<file path="config.mk">
export PLATFORM = sky130hd
export DESIGN_NAME = modular_inverse
export DESIGN_NICKNAME = d
export VERILOG_FILES = /design/src/design/modinv_pkg.sv /design/src/design/modular_inverse.sv
export SDC_FILE = /design/constraint.sdc
export NUM_CORES = 1
export LEC_CHECK = 0
export BUFFER_PORTS_ARGS = -buffer_cell sky130_fd_sc_hd__buf_2
export CORE_MARGIN = 2
export CORE_UTILIZATION = 45
export DETAILED_ROUTE_END_ITERATION = 10
export PLACE_DENSITY = 0.62
export SLEW_MARGIN = 20
export SYNTH_ARGS = -nofsm -noshare
export SYNTH_HDL_FRONTEND = slang
export SYNTH_SLANG_ARGS = --single-unit
</file>
<file path="constraint.sdc">
create_clock -name clock -period 10.6 [get_ports clock]
set_input_delay 1.06 -clock clock [delete_from_list [all_inputs] [get_ports clock]]
set_output_delay 1.06 -clock clock [all_outputs]
set_load 0.01 [all_outputs]
</file>
<file path="src/design/modinv_pkg.sv">
package modinv_pkg;

   // Width of every value and result field on the ports.
   localparam int FIELD_WIDTH = 32;

   // Default width of the arithmetic inside the block.
   localparam int OPERAND_WIDTH_DEF = 32;

endpackage

</file>
<file path="src/design/modular_inverse.sv">
// Sequence per item: a check state per remainder step, an align state that doubles the
// divisor up to the remainder, and a subtract state that halves it back one quotient bit at
// a time; a final check then leads to the finish state, which reduces and writes the result.
// A new request is taken only in idle, so no item is taken before the last one is finished.
// A finished result waits in the output register while the next item is taken.
// Reset: synchronous, active high; clears the sequencer and the output valid.
module modular_inverse #(
   parameter int OPERAND_WIDTH = modinv_pkg::OPERAND_WIDTH_DEF
) (
   input  logic                                 clock,
   input  logic                                 reset,
   input  logic                                 req_tvalid,
   output logic                                 req_tready,
   input  logic [2*modinv_pkg::FIELD_WIDTH-1:0] req_tdata,  // value, modulus
   output logic                                 rsp_tvalid,
   input  logic                                 rsp_tready,
   output logic [modinv_pkg::FIELD_WIDTH-1:0]   rsp_tdata,  // inverse
   output logic                                 rsp_tuser   // status
);
   import modinv_pkg::*;

   localparam int W  = OPERAND_WIDTH;
   localparam int SW = OPERAND_WIDTH + 2;
   localparam int CW = (OPERAND_WIDTH < FIELD_WIDTH) ? OPERAND_WIDTH : FIELD_WIDTH;
   localparam int KW = $clog2(OPERAND_WIDTH);

   localparam logic [2:0] ST_IDLE   = 3'd0;
   localparam logic [2:0] ST_CHECK  = 3'd1;
   localparam logic [2:0] ST_ALIGN  = 3'd2;
   localparam logic [2:0] ST_SUB    = 3'd3;
   localparam logic [2:0] ST_FINISH = 3'd4;

   logic [2:0]           state_ff, state_in;
   logic [W-1:0]         r0_ff, r0_in, r1_ff, r1_in, rem_ff, rem_in, d_ff, d_in;
   logic [W-1:0]         m_ff, m_in;
   logic signed [SW-1:0] s0_ff, s0_in, s1_ff, s1_in, sd_ff, sd_in, sacc_ff, sacc_in;
   logic [KW-1:0]        k_ff, k_in;
   logic                 mzero_ff, mzero_in;
   logic                 rsp_tvalid_ff, rsp_tvalid_in, rsp_status_ff, rsp_status_in;
   logic [W-1:0]         rsp_inv_ff, rsp_inv_in;

   // Shared datapath: one compare-subtract on the remainder, one on the coefficient.
   logic [W:0]           op;
   logic [W+1:0]         diff;
   logic                 ge;
   logic signed [SW-1:0] sdiff, inv_full;
   logic                 out_free, fail;

   assign op       = (state_ff == ST_ALIGN) ? {d_ff, 1'b0} : {1'b0, d_ff};
   assign diff     = {2'b00, rem_ff} - {1'b0, op};
   assign ge       = !diff[W+1];
   assign sdiff    = sacc_ff - sd_ff;
   assign inv_full = s0_ff[SW-1] ? (s0_ff + $signed({2'b00, m_ff})) : s0_ff;
   assign fail     = mzero_ff || (r0_ff != W'(1));
   assign out_free = !rsp_tvalid_ff || rsp_tready;

   always_comb begin
      state_in      = state_ff;
      r0_in         = r0_ff;
      r1_in         = r1_ff;
      s0_in         = s0_ff;
      s1_in         = s1_ff;
      rem_in        = rem_ff;
      d_in          = d_ff;
      sd_in         = sd_ff;
      sacc_in       = sacc_ff;
      k_in          = k_ff;
      m_in          = m_ff;
      mzero_in      = mzero_ff;
      rsp_tvalid_in = rsp_tvalid_ff && !rsp_tready;
      rsp_inv_in    = rsp_inv_ff;
      rsp_status_in = rsp_status_ff;
      unique case (state_ff)
         ST_IDLE: begin
            if (req_tvalid) begin
               r0_in    = W'(req_tdata[CW-1:0]);
               r1_in    = W'(req_tdata[FIELD_WIDTH +: CW]);
               m_in     = W'(req_tdata[FIELD_WIDTH +: CW]);
               mzero_in = (req_tdata[FIELD_WIDTH +: CW] == '0);
               s0_in    = SW'(1);
               s1_in    = '0;
               state_in = ST_CHECK;
            end
         end
         ST_CHECK: begin
            if (r1_ff == '0) begin
               state_in = ST_FINISH;
            end else begin
               rem_in   = r0_ff;
               d_in     = r1_ff;
               sd_in    = s1_ff;
               sacc_in  = s0_ff;
               k_in     = '0;
               state_in = ST_ALIGN;
            end
         end
         ST_ALIGN: begin
            // Double the divisor while the doubled divisor still fits under the remainder.
            if (ge) begin
               d_in  = {d_ff[W-2:0], 1'b0};
               sd_in = sd_ff <<< 1;
               k_in  = k_ff + KW'(1);
            end else begin
               state_in = ST_SUB;
            end
         end
         ST_SUB: begin
            if (ge) begin
               rem_in  = diff[W-1:0];
               sacc_in = sdiff;
            end
            if (k_ff == '0) begin
               r0_in    = r1_ff;
               r1_in    = ge ? diff[W-1:0] : rem_ff;
               s0_in    = s1_ff;
               s1_in    = ge ? sdiff : sacc_ff;
               state_in = ST_CHECK;
            end else begin
               d_in  = d_ff >> 1;
               sd_in = sd_ff >>> 1;
               k_in  = k_ff - KW'(1);
            end
         end
         ST_FINISH: begin
            if (out_free) begin
               rsp_tvalid_in = 1'b1;
               rsp_status_in = fail;
               rsp_inv_in    = fail ? '0 : inv_full[W-1:0];
               state_in      = ST_IDLE;
            end
         end
         default: begin
            state_in = ST_IDLE;
         end
      endcase
   end

   always_ff @(posedge clock) begin
      if (reset) begin
         state_ff      <= ST_IDLE;
         rsp_tvalid_ff <= 1'b0;
      end else begin
         state_ff      <= state_in;
         rsp_tvalid_ff <= rsp_tvalid_in;
      end
      r0_ff         <= r0_in;
      r1_ff         <= r1_in;
      s0_ff         <= s0_in;
      s1_ff         <= s1_in;
      rem_ff        <= rem_in;
      d_ff          <= d_in;
      sd_ff         <= sd_in;
      sacc_ff       <= sacc_in;
      k_ff          <= k_in;
      m_ff          <= m_in;
      mzero_ff      <= mzero_in;
      rsp_inv_ff    <= rsp_inv_in;
      rsp_status_ff <= rsp_status_in;
   end

   assign req_tready = (state_ff == ST_IDLE);
   assign rsp_tvalid = rsp_tvalid_ff;
   assign rsp_tdata  = FIELD_WIDTH'(rsp_inv_ff[CW-1:0]);
   assign rsp_tuser  = rsp_status_ff;

endmodule

</file>
# After elaboration in Yosys (flattened, before gate mapping)
# Index checks and enable logic that the tools add are counted.
classes:
  addsub: 5
  n_mul: 0
  n_div: 0
  order_cmp: 0
  n_eq_ne: 12
  n_shift: 0
  muxes: 40
  bitwise_logic: 1
  reduce_logical: 20
op_table:
  columns: ["cell", "n"]
  rows:
  - ["32-bit 2-to-1 mux", 10]
  - ["34-bit 2-to-1 mux", 8]
  - ["34-bit one-hot mux with 2 select lines", 3]
  - ["32-bit one-hot mux with 2 select lines", 3]
  - ["34-bit one-hot mux with 3 select lines", 1]
  - ["32-bit one-hot mux with 3 select lines", 1]
  - ["33-bit 2-to-1 mux", 2]
  - ["32-bit zero test", 2]
  - ["32-bit by 33-bit subtractor with 34-bit output", 1]
  - ["34-bit subtractor", 1]
  - ["32-bit adder", 1]
  - ["32-bit by 1-bit inequality test with 1-bit output (second input constant)", 1]
  - ["3-bit 2-to-1 mux", 5]
  - ["5-bit 2-to-1 mux", 3]
  - ["3-bit one-hot mux with 5 select lines", 1]
  - ["5-bit one-hot mux with 3 select lines", 1]
  - ["2-bit inequality test (second input constant)", 7]
  - ["4-bit AND reduction", 3]
  - ["3-bit by 2-bit equality test with 1-bit output (second input constant)", 2]
  - ["2-bit AND reduction", 3]
  - ["2-bit nonzero test", 3]
  - ["5-bit by 1-bit adder with 5-bit output (second input constant)", 1]
  - ["5-bit zero test", 1]
  - ["5-bit by 1-bit subtractor with 5-bit output (second input constant)", 1]
  - ["10 further kinds", 13]
totals:
  ff_bits: 339
  latch_bits: 0
  mem_bits_rw: 0
  rom_bits: 0
  output_inout_bits: 35
  wordCells: 94
  memories: 0

# Longest topological paths before layout
logic_depth:
  depth_word: 6
  depth_mapped: 20

# Worst setup path after synthesis
# No wires, ideal clock.
synth_path:
  path_type: "input port to flip-flop"
  from: "in req_tvalid"
  to: "reg r0_ff[0] (enable)"
  setup_ns: 0.625
  arrival_time_ns: 9.116
  setup_slack_ns: 0.859
  stages: 4
  n_path_buf: 0
  cell_sequence: "nand2_1 nor3_1 nor2_1 nor2_1"
synth_between:
  elab_chain_len: 2
synth_rtl:
  columns: ["element", "line", "text"]
  rows:
  - ["start: declaration", "modular_inverse.sv:12", "input logic req_tvalid,"]
  - ["2-bit inequality test (no source line)", null, null]
  - ["3-bit AND reduction (no source line)", null, null]
  - ["end signal: assignment", "modular_inverse.sv:146", "r0_ff <= r0_in;"]
  - ["end: declaration", "modular_inverse.sv:34", "logic [W-1:0] r0_ff, r0_in, r1_ff, r1_in, rem_ff, rem_in, d_ff, d_in;"]
# No other way between the ends.
# A chain may end at the register's enable or synchronous reset.

# Worst setup path after layout
layout_path:
  from: "reg state_ff[1]"
  to: "reg sacc_ff[32] (data pin)"
layout_between:
  elab_chain_len: 5
layout_rtl:
  columns: ["element", "line", "text"]
  rows:
  - ["start: declaration", "modular_inverse.sv:33", "logic [2:0] state_ff, state_in;"]
  - ["start signal: assignment", "modular_inverse.sv:143", "state_ff <= state_in;"]
  - ["3-bit by 2-bit equality test with 1-bit output", null, null]
  - ["33-bit 2-to-1 mux", null, null]
  - ["32-bit by 33-bit subtractor with 34-bit output", null, null]
  - ["34-bit 2-to-1 mux", null, null]
  - ["34-bit one-hot mux with 2 select lines *", "modular_inverse.sv:73", "unique case (state_ff)"]
  - ["via sacc_in[32]", "modular_inverse.sv:36", "logic signed [SW-1:0] s0_ff, s0_in, s1_ff, s1_in, sd_ff, sd_in, sacc_ff, sacc_in;"]
  - ["end signal: assignment", "modular_inverse.sv:153", "sacc_ff <= sacc_in;"]
  - ["end: declaration", "modular_inverse.sv:36", null]
# Mark *: on every way through the listed nets, which the timed path passes. The rest lies on a longest branch.

==> flow_results.org <==
** Clock network
- PostCTS Resize Cnt :: 0
- CTS built an H-tree with a depth of 2.
- Counting the buffers created by CTS gives 39.
- Clock edge transition at the registers on the reported setup and hold paths :: 0.06 ns
- Clock tree from TritonCTS :: yes
- After clock tree synthesis, the setup repair step added 0 buffers.
- Clock Tree Root :: sky130_fd_sc_hd__clkbuf_16
- For this design, the sink count on the clock tree is 339.
- Hold bufs inserted after CTS :: 0
- Clock latency on the worst-skew pair :: 0.55 ns
- Number of buffers on the longest clock path :: 3

** Worst setup path
- By instance count, the cell type seen most on the critical path is sky130_fd_sc_hd__buf_4.
- Counting cells, the worst reg-to-reg path comes to 16.
- Arrival time of data at the critical path endpoint :: 5.86 ns
- On the critical path the largest part of the delay comes from compound AO/OA/AOI/OAI gates.
- Together, buffers and inverters on the worst path number 2.
- Largest fanout on the critical path :: 51
- Highest-delay cell along the critical path :: sky130_fd_sc_hd__a21o_2
- Critical path required time :: 10.91 ns
- Critical path cell sequence :: nand2b_4, nor2_4, buf_4, mux2i_1, ha_1, nor2b_1, o311a_1, o2111a_1, o21ai_1, nand3_1, a31oi_2, a21o_2, buf_4, nor3_1, a211o_1, a21o_1
- The endpoint identified for the worst register-to-register timing path is sacc_ff[32].
- Peak per-stage delay on the critical path :: 0.62 ns
- Following the worst setup path forward leads to its endpoint at sacc_ff[32].
- In this run the worst setup path begins at state_ff[1].
- The startpoint identified for the worst register-to-register timing path is state_ff[1].
- STA classifies the critical path startpoint as a flip-flop.
- Counting buffers and inverters, the worst setup path is 16 cells deep.
- Kind of critical path :: reg -> reg
- The worst setup path is captured at a flip-flop.
- The setup check on the worst reg-to-reg path leaves a slack of 5.05 ns.

** Synthesis
- In this run, synthesis inferred 335 flip-flops with an integrated enable.
- After technology mapping, the gate count stands at 1972.
- Number of warnings issued by yosys :: 0
- Synth top area share :: 49.5%
- Top area cells in the synthesized netlist :: sky130_fd_sc_hd__edfxtp_1 (50%), sky130_fd_sc_hd__mux2i_1 (6.2%), sky130_fd_sc_hd__ha_1 (6.1%), sky130_fd_sc_hd__nand2_1 (5.5%), sky130_fd_sc_hd__a21oi_1 (4.0%)
- Net count after synthesis :: 2143
- Top FF cell, synth :: sky130_fd_sc_hd__edfxtp_1
- Counting flops with an async set or reset pin after synthesis yields a share of 0%.
- The synthesized design contains 339 register bits.
- Area of the mapped netlist :: 20300 um2
- Number of distinct library cell variants in the gate-level netlist after synthesis :: 86
- Leading area contributor after synthesis :: sky130_fd_sc_hd__edfxtp_1
- Most common library cells after synthesis :: sky130_fd_sc_hd__edfxtp_1 (335), sky130_fd_sc_hd__nand2_1 (298), sky130_fd_sc_hd__a21oi_1 (164)
- Sequential cell area fraction in the yosys report :: 49.9%
- Post-Synthesis Mean Instance Area :: 10.3 um2
- Yosys instantiated no cell more often than sky130_fd_sc_hd__edfxtp_1.

** Power
- Flop pwr share :: 39.1%
- In this run the power density over the cells is 212 nW/um2.
- Per report_power, the clock group accounts for 27.8% of the total.
- Net switching share of the total power :: 35.3%
- Power spent charging and discharging nets :: 1.68 mW
- The share of total power dissipated in combinational logic is 33.1%.
- VDD sags by at most 0.000141 V.
- The internal portion of the total power is 3.09 mW.
- Leakage power of the design :: 9.14 nW

** Global route
- The total overflow left after global routing is 0.
- The first global-routing pass estimated 85500 um of wire.
- Initial antenna violation count :: 1
- Vias in the first global route :: 15100
- Overall fraction of global-route tracks in use :: 23.3%
- Entering global routing, the biggest net connects 101 pins.

** Floorplan
- Die outline area :: 46800 um2
- Total I/O pin count :: 103
- Once the floorplan was initialized, standard cells occupied 45.7% of the core.
- The region available for standard cell placement spans 44400 um2.
- The floorplan has 77 rows.
- From left edge to right edge, the die measures 216 um.
- The floorplan step set the die height to 216 um.

** Job
- Max-Cap Viols :: 0

** Placement
- Routability Congestion :: 0.902
- Post-Place Cell Area :: 21300 um2
- Summed over all nets, the half-perimeter wirelength after detailed placement is 37800 um.
- At the placement stage, the worst setup path has a slack of 5.08 ns.
- The count of buffers added on input and output ports is 102.

** Cells and area
- Cells with a size suffix above 1 make up 10.7% of the layout.
- Number of nets in the final layout :: 2200
- Measured on the finished design, the core utilization comes to 50.8%.
- Layout Cell Area excl Fill :: 22500 um2
- The area growth from synthesis to layout is 11.0%.

** STA
- The final count of hold timing violations is 0.
- RSZ-0062 raised after global routing :: no
- Minimum period implied by the final worst setup slack :: 5.55 ns
- Worst-case clock skew :: 0.0202 ns
- Static timing analysis puts the maximum clock frequency at 180 MHz.
- The worst pin sits at a relative slew slack of 35.7%.
- Adding up every negative setup slack in the final design gives 0 ns.
- The final critical path takes up 52.4% of the cycle.
- Setup violations remaining at the end of the flow were counted as 0.
- Setup slack on the critical path of the routed design comes to 5.05 ns.
- For the pin with the worst max-slew slack, the measured transition is 0.962 ns.
- The number of pins exceeding their max-slew limit in the final report is 0.

** Worst hold path
- Hold crit path type :: reg -> reg

** Route
- Routed wire length per instance :: 20.6 um
- For this run, the detailed router's first-pass iteration total came to 6.
- Detailed routing inserted a total of 15300 vias.
- The detailed router finished its first iteration with 1278 violations.
- Number of nets with antenna violations after routing :: 0
- Residual DRC count :: 0
- Number of vias per cell :: 5.77
- After detailed routing, the total wire length is 54500 um.

** Status
- Outcome :: finished clean
## registers in the layout, summed over array words and instances (netlist names)
signal      cells
rem_ff         32
state_ff        3
mzero_ff        1
m_ff           32
rsp_tuser       1
d_ff           32
s1_ff          34
sd_ff          34
rsp_tdata      32
r0_ff          32
r1_ff          32
rsp_tvalid      1
k_ff            5
sacc_ff        34
s0_ff          34
## layout make-up
cell class | instances | area, um2
clock inverter | 20 | 171
antenna | 1 | 2.50
multi-input combinational | 1458 | 9510
sequential | 339 | 10100
clock buffer | 50 | 1060
fill | 3958 | 21900
timing repair buffer | 117 | 636
tap | 592 | 741
inverter | 74 | 280
## worst min path at each step
stage / from / end / slack, ns / depth (start not counted)
3_5_place_dp: s0_ff[32] / sacc_ff[32] / 0.51 / 1
6_report: s0_ff[32] / sacc_ff[32] / 0.52 / 1
2_1_floorplan: s0_ff[32] / sacc_ff[32] / 0.49 / 1
5_1_grt: s0_ff[32] / sacc_ff[32] / 0.54 / 1
3_3_place_gp: s0_ff[32] / sacc_ff[32] / 0.50 / 1
4_1_cts: s0_ff[32] / sacc_ff[32] / 0.52 / 1
## cell families after synthesis
group,Yosys count,share of synthesized area [%]
DFF,339,49.9
muxes,126,6.22
buffers and inverters,175,3.55
xor gates and xnor gates,84,3.62
and+or+nand+nor,613,13.5
AOI/OAI and AO/OA,532,16.7
adders and majority gates,103,6.49
## layer usage
layer / vias to the layer above / global-route usage [%] / wire length, um
li1: 7334 / - / -
met1: 7378 / 32.7 / 24700
met2: 493 / 37.7 / 25000
met3: 88 / 2.85 / 3330
met4: 0 / 7.65 / 1580
met5: - / 0 / 0
## power by group through the flow
stage          clock network [mW]  logic, mW  registers (mW)
2_1_floorplan                   0       1.20            1.84
3_3_place_gp                    0       1.52            1.89
3_5_place_dp                    0       1.55            1.89
4_1_cts                      1.36       1.56            1.87
5_1_grt                      1.40       1.75            1.89
6_report                     1.33       1.58            1.87
## per-stage QoR
stage               instances  hold WS [ns]  power, mW
global route             2651         0.545       5.03
CTS                      2649         0.520       4.78
finish                   2651         0.520       4.77
detailed placement       2579         0.507       3.44
global placement         2579         0.498       3.41
floorplan                1972         0.494       3.04
## placed cells by master, fill, tap and decap left out, types with 8 or more instances in the layout
| master | n |
|---|---|
| sky130_fd_sc_hd__a211oi_1 | 9 |
| sky130_fd_sc_hd__a21o_1 | 76 |
| sky130_fd_sc_hd__a21oi_1 | 164 |
| sky130_fd_sc_hd__a31oi_1 | 9 |
| sky130_fd_sc_hd__and2_1 | 39 |
| sky130_fd_sc_hd__and3_1 | 10 |
| sky130_fd_sc_hd__buf_2 | 102 |
| sky130_fd_sc_hd__buf_4 | 14 |
| sky130_fd_sc_hd__clkbuf_1 | 9 |
| sky130_fd_sc_hd__clkbuf_16 | 41 |
| sky130_fd_sc_hd__clkinv_1 | 8 |
| sky130_fd_sc_hd__edfxtp_1 | 335 |
| sky130_fd_sc_hd__ha_1 | 99 |
| sky130_fd_sc_hd__inv_1 | 73 |
| sky130_fd_sc_hd__mux2i_1 | 125 |
| sky130_fd_sc_hd__nand2_1 | 297 |
| sky130_fd_sc_hd__nand2b_1 | 9 |
| sky130_fd_sc_hd__nand3_1 | 20 |
| sky130_fd_sc_hd__nand4_1 | 23 |
| sky130_fd_sc_hd__nor2_1 | 133 |
| sky130_fd_sc_hd__nor2b_1 | 9 |
| sky130_fd_sc_hd__nor3_1 | 11 |
| sky130_fd_sc_hd__nor4_1 | 26 |
| sky130_fd_sc_hd__o211ai_1 | 12 |
| sky130_fd_sc_hd__o21a_1 | 32 |
| sky130_fd_sc_hd__o21ai_0 | 132 |
| sky130_fd_sc_hd__o21bai_1 | 11 |
| sky130_fd_sc_hd__o31ai_1 | 12 |
| sky130_fd_sc_hd__xnor2_1 | 49 |
| sky130_fd_sc_hd__xor2_1 | 35 |
No activity file was read; power rests on OpenSTA's default activity.
